$ cat src/cpmd_pkg.sv
// Shared types and constants for the cascaded PID motor drive unit.
package cpmd_pkg;

    localparam int MAX_DRIVE      = 1000;
    localparam int MAX_SPEED      = 1000;
    localparam int INTEGRAL_LIMIT = 1000;

    localparam int DATA_W  = 16;
    localparam int GAIN_W  = 16;
    localparam int DZ_W    = 15;
    localparam int ERR_W   = DATA_W + 1;
    localparam int DIFF_W  = ERR_W + 1;
    localparam int INTEG_W = $clog2(INTEGRAL_LIMIT + 1) + 1;
    localparam int ISUM_W  = DIFF_W;
    localparam int PROD_W  = GAIN_W + DIFF_W;
    localparam int FRAC_W  = 8;
    localparam int ACC_W   = PROD_W - FRAC_W + 1;
    localparam int DRIVE_W = 11;
    localparam int CMP_W   = 10;
    localparam int IDX_W   = 3;
    localparam int CFG_W   = 16;

    typedef enum logic [IDX_W-1:0] {
        REG_MODE     = 3'd0,
        REG_SPEED_KP = 3'd1,
        REG_SPEED_KI = 3'd2,
        REG_SPEED_KD = 3'd3,
        REG_ANGLE_KP = 3'd4,
        REG_ANGLE_KI = 3'd5,
        REG_ANGLE_KD = 3'd6,
        REG_DEAD     = 3'd7
    } reg_idx_t;

    typedef struct packed {
        logic                     mode;
        logic signed [GAIN_W-1:0] speed_kp;
        logic signed [GAIN_W-1:0] speed_ki;
        logic signed [GAIN_W-1:0] speed_kd;
        logic signed [GAIN_W-1:0] angle_kp;
        logic signed [GAIN_W-1:0] angle_ki;
        logic signed [GAIN_W-1:0] angle_kd;
        logic        [DZ_W-1:0]   dead_zone;
    } cfg_t;

    typedef enum logic [2:0] {
        OP_NONE,
        OP_ERR,
        OP_MUL_P,
        OP_MUL_I,
        OP_MUL_D,
        OP_ACC,
        OP_FIN
    } dp_op_t;

    typedef struct packed {
        logic   load;
        logic   angle;
        dp_op_t op;
        logic   out_load;
    } dp_cmd_t;

    typedef struct packed {
        logic dead;
    } dp_status_t;

    typedef enum logic [2:0] {
        ST_IDLE,
        ST_ERR,
        ST_MUL_P,
        ST_MUL_I,
        ST_MUL_D,
        ST_ACC,
        ST_FIN
    } state_t;

endpackage

$ cat src/cpmd_cfg.sv
// Configuration register file: mode, loop gains and deadband.
module cpmd_cfg (
    input  logic                            clk,
    input  logic                            rst_n,
    input  logic                            cfg_we,
    input  logic [cpmd_pkg::IDX_W-1:0]      cfg_index,
    input  logic [cpmd_pkg::CFG_W-1:0]      cfg_data,
    output cpmd_pkg::cfg_t                  cfg
);
    import cpmd_pkg::*;

    cfg_t cfg_reg;

    always_ff @(posedge clk or negedge rst_n)
    begin
        if (!rst_n)
        begin
            cfg_reg.mode      <= 1'b0;
            cfg_reg.speed_kp  <= GAIN_W'(128);
            cfg_reg.speed_ki  <= '0;
            cfg_reg.speed_kd  <= '0;
            cfg_reg.angle_kp  <= GAIN_W'(128);
            cfg_reg.angle_ki  <= '0;
            cfg_reg.angle_kd  <= '0;
            cfg_reg.dead_zone <= DZ_W'(200);
        end
        else if (cfg_we)
        begin
            case (reg_idx_t'(cfg_index))
                REG_MODE:     cfg_reg.mode      <= cfg_data[0];
                REG_SPEED_KP: cfg_reg.speed_kp  <= cfg_data[GAIN_W-1:0];
                REG_SPEED_KI: cfg_reg.speed_ki  <= cfg_data[GAIN_W-1:0];
                REG_SPEED_KD: cfg_reg.speed_kd  <= cfg_data[GAIN_W-1:0];
                REG_ANGLE_KP: cfg_reg.angle_kp  <= cfg_data[GAIN_W-1:0];
                REG_ANGLE_KI: cfg_reg.angle_ki  <= cfg_data[GAIN_W-1:0];
                REG_ANGLE_KD: cfg_reg.angle_kd  <= cfg_data[GAIN_W-1:0];
                REG_DEAD:     cfg_reg.dead_zone <= cfg_data[DZ_W-1:0];
                default:      ;
            endcase
        end
    end

    assign cfg = cfg_reg;

endmodule

$ cat src/cpmd_dp.sv
// Datapath: error, integral, shared multiplier, accumulator and output words.
module cpmd_dp (
    input  logic                                clk,
    input  logic                                rst_n,
    input  cpmd_pkg::cfg_t                      cfg,
    input  cpmd_pkg::dp_cmd_t                   cmd,
    output cpmd_pkg::dp_status_t                status,
    input  logic signed [cpmd_pkg::DATA_W-1:0]  setpoint,
    input  logic signed [cpmd_pkg::DATA_W-1:0]  measured_speed,
    input  logic signed [cpmd_pkg::DATA_W-1:0]  measured_angle,
    output logic signed [cpmd_pkg::DRIVE_W-1:0] drive,
    output logic        [cpmd_pkg::CMP_W-1:0]   compare_fwd,
    output logic        [cpmd_pkg::CMP_W-1:0]   compare_rev,
    output logic signed [cpmd_pkg::DATA_W-1:0]  speed_target_used
);
    import cpmd_pkg::*;

    localparam logic signed [ISUM_W-1:0] ILIM_POS = ISUM_W'(INTEGRAL_LIMIT);
    localparam logic signed [ISUM_W-1:0] ILIM_NEG = -ISUM_W'(INTEGRAL_LIMIT);
    localparam logic signed [ACC_W-1:0]  DRV_POS  = ACC_W'(MAX_DRIVE);
    localparam logic signed [ACC_W-1:0]  SPD_POS  = ACC_W'(MAX_SPEED);

    logic signed [DATA_W-1:0]  sp_reg, ms_reg, ma_reg, starget_reg;
    logic signed [INTEG_W-1:0] speed_integ_reg, angle_integ_reg;
    logic signed [ERR_W-1:0]   speed_prev_reg, angle_prev_reg;
    logic signed [ERR_W-1:0]   err_reg;
    logic signed [DIFF_W-1:0]  diff_reg;
    logic signed [PROD_W-1:0]  prod_reg;
    logic signed [ACC_W-1:0]   acc_reg;
    logic                      dead_reg;
    logic signed [DRIVE_W-1:0] drive_reg;
    logic        [CMP_W-1:0]   fwd_reg, rev_reg;
    logic signed [DATA_W-1:0]  stu_reg;

    logic signed [DATA_W-1:0]  tgt, cur;
    logic signed [INTEG_W-1:0] integ_sel, integ_new;
    logic signed [ERR_W-1:0]   prev_sel, err_c, dz_pos, dz_neg;
    logic signed [DIFF_W-1:0]  diff_c;
    logic signed [ISUM_W-1:0]  isum;
    logic                      dead_c;
    logic signed [GAIN_W-1:0]  mul_a;
    logic signed [DIFF_W-1:0]  mul_b;
    logic signed [PROD_W-1:0]  prod_c;
    logic signed [ACC_W-1:0]   acc_add, lim_pos, lim_neg, clamp_c;
    logic signed [DATA_W-1:0]  val_c;
    logic signed [DATA_W:0]    fwd_c, rev_c;

    always_comb
    begin
        tgt       = cmd.angle ? sp_reg : starget_reg;
        cur       = cmd.angle ? ma_reg : ms_reg;
        integ_sel = cmd.angle ? angle_integ_reg : speed_integ_reg;
        prev_sel  = cmd.angle ? angle_prev_reg : speed_prev_reg;

        err_c  = {tgt[DATA_W-1], tgt} - {cur[DATA_W-1], cur};
        diff_c = {err_c[ERR_W-1], err_c} - {prev_sel[ERR_W-1], prev_sel};
        isum   = {{(ISUM_W-INTEG_W){integ_sel[INTEG_W-1]}}, integ_sel}
               + {{(ISUM_W-ERR_W){err_c[ERR_W-1]}}, err_c};
        if (isum > ILIM_POS)
            integ_new = ILIM_POS[INTEG_W-1:0];
        else if (isum < ILIM_NEG)
            integ_new = ILIM_NEG[INTEG_W-1:0];
        else
            integ_new = isum[INTEG_W-1:0];

        dz_pos = {{(ERR_W-DZ_W){1'b0}}, cfg.dead_zone};
        dz_neg = -dz_pos;
        dead_c = (err_c <= dz_pos) && (err_c >= dz_neg);

        case (cmd.op)
            OP_MUL_P:
            begin
                mul_a = cmd.angle ? cfg.angle_kp : cfg.speed_kp;
                mul_b = {err_reg[ERR_W-1], err_reg};
            end
            OP_MUL_I:
            begin
                mul_a = cmd.angle ? cfg.angle_ki : cfg.speed_ki;
                mul_b = {{(DIFF_W-INTEG_W){integ_sel[INTEG_W-1]}}, integ_sel};
            end
            OP_MUL_D:
            begin
                mul_a = cmd.angle ? cfg.angle_kd : cfg.speed_kd;
                mul_b = diff_reg;
            end
            default:
            begin
                mul_a = '0;
                mul_b = '0;
            end
        endcase
        prod_c = mul_a * mul_b;

        // floor shift of the product by the Q8.8 fraction
        acc_add = acc_reg + {prod_reg[PROD_W-1], prod_reg[PROD_W-1:FRAC_W]};

        lim_pos = cmd.angle ? SPD_POS : DRV_POS;
        lim_neg = -lim_pos;
        if (dead_reg)
            clamp_c = '0;
        else if (acc_reg > lim_pos)
            clamp_c = lim_pos;
        else if (acc_reg < lim_neg)
            clamp_c = lim_neg;
        else
            clamp_c = acc_reg;
        val_c = clamp_c[DATA_W-1:0];

        fwd_c = (DATA_W+1)'(MAX_DRIVE) - {val_c[DATA_W-1], val_c};
        rev_c = (DATA_W+1)'(MAX_DRIVE) + {val_c[DATA_W-1], val_c};
    end

    always_ff @(posedge clk or negedge rst_n)
    begin
        if (!rst_n)
        begin
            speed_integ_reg <= '0;
            angle_integ_reg <= '0;
            speed_prev_reg  <= '0;
            angle_prev_reg  <= '0;
        end
        else if (cmd.op == OP_ERR)
        begin
            if (cmd.angle)
            begin
                angle_integ_reg <= dead_c ? '0 : integ_new;
                if (!dead_c)
                    angle_prev_reg <= err_c;
            end
            else
            begin
                speed_integ_reg <= dead_c ? '0 : integ_new;
                if (!dead_c)
                    speed_prev_reg <= err_c;
            end
        end
    end

    always_ff @(posedge clk)
    begin
        if (cmd.load)
        begin
            sp_reg      <= setpoint;
            ms_reg      <= measured_speed;
            ma_reg      <= measured_angle;
            starget_reg <= setpoint;
        end
        case (cmd.op)
            OP_ERR:
            begin
                err_reg  <= err_c;
                diff_reg <= diff_c;
                dead_reg <= dead_c;
                acc_reg  <= '0;
            end
            OP_MUL_P:
                prod_reg <= prod_c;
            OP_MUL_I, OP_MUL_D:
            begin
                prod_reg <= prod_c;
                acc_reg  <= acc_add;
            end
            OP_ACC:
                acc_reg <= acc_add;
            OP_FIN:
            begin
                if (cmd.angle)
                    starget_reg <= val_c;
            end
            default:
                ;
        endcase
        if (cmd.out_load)
        begin
            drive_reg <= val_c[DRIVE_W-1:0];
            fwd_reg   <= val_c[DATA_W-1] ? '0 : fwd_c[CMP_W-1:0];
            rev_reg   <= val_c[DATA_W-1] ? rev_c[CMP_W-1:0] : '0;
            stu_reg   <= starget_reg;
        end
    end

    assign status.dead       = dead_c;
    assign drive             = drive_reg;
    assign compare_fwd       = fwd_reg;
    assign compare_rev       = rev_reg;
    assign speed_target_used = stu_reg;

endmodule

$ cat src/cpmd_ctrl.sv
// Controller: sequences the angle and speed loop steps and the word handshakes.
module cpmd_ctrl (
    input  logic                   clk,
    input  logic                   rst_n,
    input  logic                   mode,
    input  logic                   in_valid,
    output logic                   in_stall,
    output logic                   out_valid,
    input  logic                   out_stall,
    input  cpmd_pkg::dp_status_t   status,
    output cpmd_pkg::dp_cmd_t      cmd
);
    import cpmd_pkg::*;

    state_t state_reg, state_next;
    logic   angle_reg, angle_next;
    logic   out_valid_reg, out_valid_next;

    always_ff @(posedge clk or negedge rst_n)
    begin
        if (!rst_n)
        begin
            state_reg     <= ST_IDLE;
            angle_reg     <= 1'b0;
            out_valid_reg <= 1'b0;
        end
        else
        begin
            state_reg     <= state_next;
            angle_reg     <= angle_next;
            out_valid_reg <= out_valid_next;
        end
    end

    always_comb
    begin
        state_next   = state_reg;
        angle_next   = angle_reg;
        cmd.load     = 1'b0;
        cmd.angle    = angle_reg;
        cmd.op       = OP_NONE;
        cmd.out_load = 1'b0;
        case (state_reg)
            ST_IDLE:
            begin
                if (in_valid)
                begin
                    cmd.load   = 1'b1;
                    angle_next = mode;
                    state_next = ST_ERR;
                end
            end
            ST_ERR:
            begin
                cmd.op     = OP_ERR;
                state_next = status.dead ? ST_FIN : ST_MUL_P;
            end
            ST_MUL_P:
            begin
                cmd.op     = OP_MUL_P;
                state_next = ST_MUL_I;
            end
            ST_MUL_I:
            begin
                cmd.op     = OP_MUL_I;
                state_next = ST_MUL_D;
            end
            ST_MUL_D:
            begin
                cmd.op     = OP_MUL_D;
                state_next = ST_ACC;
            end
            ST_ACC:
            begin
                cmd.op     = OP_ACC;
                state_next = ST_FIN;
            end
            ST_FIN:
            begin
                if (angle_reg)
                begin
                    cmd.op     = OP_FIN;
                    angle_next = 1'b0;
                    state_next = ST_ERR;
                end
                else if (!out_valid_reg || !out_stall)
                begin
                    cmd.op       = OP_FIN;
                    cmd.out_load = 1'b1;
                    state_next   = ST_IDLE;
                end
            end
            default:
                state_next = ST_IDLE;
        endcase

        if (cmd.out_load)
            out_valid_next = 1'b1;
        else if (!out_stall)
            out_valid_next = 1'b0;
        else
            out_valid_next = out_valid_reg;
    end

    assign in_stall  = (state_reg != ST_IDLE);
    assign out_valid = out_valid_reg;

    a_accept_starts: assert property (@(posedge clk) disable iff (!rst_n)
        (in_valid && !in_stall) |=> (state_reg == ST_ERR && angle_reg == $past(mode)))
        else $error("accepted word did not start the loop sequence");

    a_no_overwrite: assert property (@(posedge clk) disable iff (!rst_n)
        cmd.out_load |-> (!out_valid_reg || !out_stall))
        else $error("output word overwritten while stalled");

    a_load_shows: assert property (@(posedge clk) disable iff (!rst_n)
        cmd.out_load |=> out_valid_reg)
        else $error("loaded result not presented");

    a_out_only_speed: assert property (@(posedge clk) disable iff (!rst_n)
        cmd.out_load |-> (!angle_reg && state_reg == ST_FIN))
        else $error("result loaded outside the speed loop finish");

endmodule

$ cat src/cascaded_pid_motor_drive_unit.sv
// Cascaded PID motor drive: top level joining config, controller and datapath.
// One control word is taken while the unit is idle; the loops then run on one
// shared 16x18 signed multiplier, three products per loop plus an error step,
// a closing accumulate step and a finish step; angle mode runs the angle loop
// before the speed loop. A loop whose error falls inside the deadband skips its
// multiplies, going from its error step to its finish step. The result sits in
// an output register, so a stalled result only holds the unit once the next
// result is ready to be written. Register writes take effect at once, so write
// configuration only while no word is in flight.
module cascaded_pid_motor_drive_unit (
    input  logic                                clk,
    input  logic                                rst_n,
    input  logic                                cfg_we,
    input  logic [cpmd_pkg::IDX_W-1:0]          cfg_index,
    input  logic [cpmd_pkg::CFG_W-1:0]          cfg_data,
    input  logic                                in_valid,
    output logic                                in_stall,
    input  logic signed [cpmd_pkg::DATA_W-1:0]  setpoint,
    input  logic signed [cpmd_pkg::DATA_W-1:0]  measured_speed,
    input  logic signed [cpmd_pkg::DATA_W-1:0]  measured_angle,
    output logic                                out_valid,
    input  logic                                out_stall,
    output logic signed [cpmd_pkg::DRIVE_W-1:0] drive,
    output logic        [cpmd_pkg::CMP_W-1:0]   compare_fwd,
    output logic        [cpmd_pkg::CMP_W-1:0]   compare_rev,
    output logic signed [cpmd_pkg::DATA_W-1:0]  speed_target_used
);
    import cpmd_pkg::*;

    cfg_t       cfg;
    dp_cmd_t    cmd;
    dp_status_t status;

    cpmd_cfg u_cfg (
        .clk       (clk),
        .rst_n     (rst_n),
        .cfg_we    (cfg_we),
        .cfg_index (cfg_index),
        .cfg_data  (cfg_data),
        .cfg       (cfg)
    );

    cpmd_ctrl u_ctrl (
        .clk       (clk),
        .rst_n     (rst_n),
        .mode      (cfg.mode),
        .in_valid  (in_valid),
        .in_stall  (in_stall),
        .out_valid (out_valid),
        .out_stall (out_stall),
        .status    (status),
        .cmd       (cmd)
    );

    cpmd_dp u_dp (
        .clk               (clk),
        .rst_n             (rst_n),
        .cfg               (cfg),
        .cmd               (cmd),
        .status            (status),
        .setpoint          (setpoint),
        .measured_speed    (measured_speed),
        .measured_angle    (measured_angle),
        .drive             (drive),
        .compare_fwd       (compare_fwd),
        .compare_rev       (compare_rev),
        .speed_target_used (speed_target_used)
    );

endmodule

$ cat config.mk
export PLATFORM = sky130hd
export DESIGN_NAME = cascaded_pid_motor_drive_unit
export DESIGN_NICKNAME = d
export VERILOG_FILES = /design/src/cpmd_pkg.sv /design/src/cpmd_cfg.sv /design/src/cpmd_dp.sv /design/src/cpmd_ctrl.sv /design/src/cascaded_pid_motor_drive_unit.sv
export SDC_FILE = /design/constraint.sdc
export NUM_CORES = 2
export LEC_CHECK = 0
export BUFFER_PORTS_ARGS = -buffer_cell sky130_fd_sc_hd__clkbuf_2
export CORE_MARGIN = 4
export CORE_UTILIZATION = 50
export CTS_CLUSTER_DIAMETER = 200
export DETAILED_ROUTE_END_ITERATION = 7
export PLACE_DENSITY = 0.67
export SLEW_MARGIN = 0
export SYNTH_ARGS = -nofsm -noshare
export SYNTH_HDL_FRONTEND = slang
export SYNTH_HIERARCHICAL = 1
export SYNTH_SLANG_ARGS = --single-unit
$ cat constraint.sdc
create_clock -name clk -period 12.7 [get_ports clk]
set_input_delay 3.81 -clock clk [delete_from_list [all_inputs] [get_ports clk]]
set_output_delay 3.81 -clock clk [all_outputs]
set_load 0.02 [all_outputs]
* After elaboration in Yosys (flattened, before gate mapping) *
Index checks and enable logic that the tools add are counted.

operators by class
  add/sub/neg operators = 7
  multipliers = 1
  $lt $le $gt $ge = 6
  equality and inequality tests = 22
  muxes and demuxes = 35
  bitwise gates (word level) = 2
  reductions and logical operators = 25

operator list
  kind                  count
  $mux 16               11
  $pmux 18 s3           1
  $pmux 27 s2           1
  $pmux 16 s3           1
  $mux 11               4
  $mul 16x18->34        1
  $eq 3x3->1 const B    10
  $add 27x27->27        1
  $gt 27x11->1 const B  1
  $lt 27x11->1 const B  1
  $reduce_and 2->1      12
  $pmux 3 s7            1
  $add 11x17->18        1
  $eq 3x2->1 const B    6
  $gt 18x11->1 const B  1
  $lt 18x11->1 const B  1
  $pmux 3 s6            1
  $sub 17x17->18        1
  $ge 17x17->1          1
  $le 17x16->1          1
  $mux 17               1
  $neg 15->17           1
  $sub 16x16->17        1
  $mux 3                5
  other kinds (18)      32

word-level totals
  register bits after elaboration = 381
  output and inout bits = 49
  word-level logic and storage cells = 126

* Depth between registers and ports, before layout *
  depth in word-level cells = 8
  mapped depth = 34
  mapped depth without buffers = 31

* Cells and area by module *
The synthesis kept the hierarchy.

by module, submodules not included
  module     instances  cells an instance  area an instance (um2)  sequential area each (um2)
  cpmd_dp    1          2584               25822.3                 7247.0
  cpmd_cfg   1          246                4464.3                  2808.9
  cpmd_ctrl  1          35                 314.1                   125.1

* Least setup slack after synthesis *
No wires, ideal clock.

  path type = input-to-reg
  start point = input port out_stall
  end point = register u_dp.prod_reg[29] (data pin)
  setup time = 0.258 ns
  arrival time = 11.234 ns
  slack = 1.208 ns
  cell stages on the path = 30
  buffers on the path = 3
  cell sequence = nand2_1 o21ai_0 a21oi_1 nor3b_2 clkbuf_1 clkbuf_1 a21oi_1 a21oi_1 clkbuf_1 nand2_1 fa_1 inv_1 fa_1 fa_1 fa_1 fa_1 inv_1 fa_1 inv_1 ha_1 a21o_1 a21o_1 a21oi_1 o21a_1 o21ai_0 a22o_1 a31o_2 o41a_1 a21oi_2 xnor2_1

RTL lines
  item                    line                                 source
  start: declaration      cascaded_pid_motor_drive_unit.sv:22  input logic out_stall,
  end signal: assignment  cpmd_dp.sv:157                       prod_reg <= prod_c;
  end signal: assignment  cpmd_dp.sv:160                       prod_reg <= prod_c;
  end: declaration        cpmd_dp.sv:28                        logic signed [PROD_W-1:0] prod_reg;

==> run metrics <==
outcome=finished clean; hold wc startpoint=u_dp/starget_reg[7]$_DFF_P_; Min-Delay Path Class=flop to flop; layout cell share with drive strength beyond 1=15.4%; MaxCap Viol Count=0; die width=255 µm; RSZ-0062 raised after global routing=no; initial antenna violation count=1; Register Area=10200 µm²; syn_area_per_cell=10.7 µm²; final setup fails=0; post-cts gate resize count=0; r2r endpoint=u_dp/prod_reg[29]$_DFFE_PN_; GP Congestion=0.918; CP Capture Type=flop; Final period util=90.4%; Most used DFF post-synth=edfxtp_1; CTS tree=yes; critical path class=input port to flop; first-pass GRT wire length=124 mm; Most Frequent Cell on Critical Path=fa_1; via count=21159; number of global-route vias before repair=22204; Post-Synthesis Cell Area=30600 µm²; total track usage=23.7%; Worst R2R Path Depth=31; PortBufs=120; Max Clk Rate=0.0871 GHz; measured slew at the worst slew-check pin=1190 ps; commonest non-fill, non-tap cell in the layout=inv_1; post-route ant nets=0; DP Wirelength=59.2 mm; post-synth top area share=19.2%; CP Max Fanout=32; synth unique cells=88; clock sinks=373; vias per cell=5.55; synth warn=6; Worst-path clk slew=60 ps; Nets=3559; Syn-to-layout area delta=9.73%; Rows=90; RR Startpoint=u_ctrl/state_reg[0]$_DFFE_PN0P_; largest net degree at the start of global routing=103; Fin Clk Skew=23.1 ps; filler instances=5107; flop-to-flop setup slack=3590 ps; final slew viol count=0; DRT Wirelength=76.9 mm; startpoint types=input port; WL per Instance=20.2 µm; DIE HEIGHT=255 µm; sequential-to-total area share from yosys stat=33.3%; Hold Path Stages=0; initial cell density of the core=50.6%; CP required=13010 ps; Multi-input gate area=18400 µm²; cell taking the most area after synthesis=fa_1; maximum buffer depth of the clock tree=3; number of top-level pins=121; # hold bufs at CTS=0; syn nets=3425; Hold Vio Cnt, Final=0; Async S/R FF share, synth=46.4%; GRT overflow=0; Gate Count Post-Synth=2865; Yosys reg bits=373; WP data arrival=11800 ps; First DRT Iteration DRCs=1588; hold path endpoint=u_dp/speed_target_used[7]$_DFFE_PP_; total negative setup slack=0 ps; setup bufs post-CTS=0; most frequent cells in the layout=inv_1 (413), fa_1 (293), nor2_1 (267); Final min period=11490 ps; die area=65200 µm²; clk root buf=clkbuf_16; DRC=0; Post-synth EDFFs=184; Area contributors post-synth=fa_1 (19%), edfxtp_1 (18%), dfrtp_1 (14%); flip-flop count of the largest register after layout=112; first drt pass iteration count=5; H-Tree Depth=2; Rel. slew slack=19.9%; Num CTS Buffers=41; CP max stage cell=o21ai_1; CORE AREA=60500 µm²; clk_lat worst skew=580 ps; CP peak stage delay=660 ps
## synthesized netlist by cell type, types with 10 or more instances
| cell type | instances |
|---|---|
| inv_1 | 413 |
| fa_1 | 293 |
| nor2_1 | 269 |
| nand2_1 | 202 |
| ha_1 | 195 |
| edfxtp_1 | 184 |
| dfrtp_1 | 168 |
| mux2_2 | 149 |
| a21oi_1 | 97 |
| xnor2_1 | 87 |
| mux2i_1 | 78 |
| o21ai_0 | 76 |
| clkbuf_1 | 49 |
| a21o_1 | 46 |
| nand2b_1 | 44 |
| xor2_1 | 37 |
| mux2_4 | 31 |
| nor3_1 | 31 |
| o21ai_1 | 29 |
| nor2b_1 | 28 |
| o21a_1 | 27 |
| and2_1 | 23 |
| nand3_1 | 22 |
| nand4_1 | 18 |
| o211ai_1 | 18 |
| dfxtp_1 | 16 |
| o21bai_1 | 15 |
| and3_1 | 14 |
| a211oi_1 | 13 |
| buf_2 | 12 |
| nor4_1 | 11 |
| buf_4 | 10 |
## layout make-up
| cell class | instances | share of cell area [%] |
|---|---|---|
| clock inverter | 18 | 0.712 |
| timing repair buffer | 178 | 3.18 |
| multi-input combinational | 1992 | 54.9 |
| inverter | 413 | 4.62 |
| antenna | 1 | 0.00745 |
| clock buffer | 58 | 3.34 |
| tap | 782 | 2.91 |
| sequential | 373 | 30.3 |
## through the flow
step / area (µm²) / hold WS, ps / worst slack, ps / utilization (%) / cells
floorplan: 30600 / 419 / 1210 / - / 2865
global placement: 32200 / 432 / 897 / 53.3 / 3738
detailed placement: 32200 / 437 / 728 / 53.3 / 3738
CTS: 33600 / 452 / 1330 / 55.5 / 3814
global route: 33600 / 474 / 745 / 55.5 / 3814
finish: 33600 / 455 / 1210 / 55.5 / 3815
## critical path: cells and delay by family
family	cells	cell delay (ps)
AND/OR/NAND/NOR	3	320
AO/OA/AOI/OAI	13	3140
XOR/XNOR	1	70
adder cells (fa/ha/maj)	7	3440
buffers and inverters	8	970
## cell families (layout without fill, tap and decap cells)
group,count (synthesis),count (layout),share of synthesized area (%)
xor+xnor,124,124,3.55
flops,373,373,33.3
other cells,0,1,0
simple gates,712,712,11.0
compound gates,408,408,8.71
mux,260,260,9.70
fa+ha+maj,488,488,27.1
buf+inv,500,667,6.61
## per-layer routing
layer / vias to the layer above / track usage, % / wire [µm]
met3: 139 / 4.26 / 4540
met5: - / 0 / 0
met4: 0 / 7.48 / 2510
met1: 10543 / 32.8 / 33800
met2: 614 / 38.2 / 36100
li1: 9863 / - / -
## worst max path at each step
stage              start                           to  slack [ps]
2_1_floorplan  out_stall  u_dp/prod_reg[29]$_DFFE_PN_        1210
3_3_place_gp   out_stall  u_dp/prod_reg[29]$_DFFE_PN_         900
3_5_place_dp   out_stall  u_dp/prod_reg[29]$_DFFE_PN_         730
4_1_cts        out_stall  u_dp/prod_reg[29]$_DFFE_PN_        1330
5_1_grt        out_stall  u_dp/prod_reg[29]$_DFFE_PN_         740
6_report       out_stall  u_dp/prod_reg[29]$_DFFE_PN_        1210
Power is not shown: default switching activity piles up to over one toggle a cycle in this logic, so the estimate is an artifact.
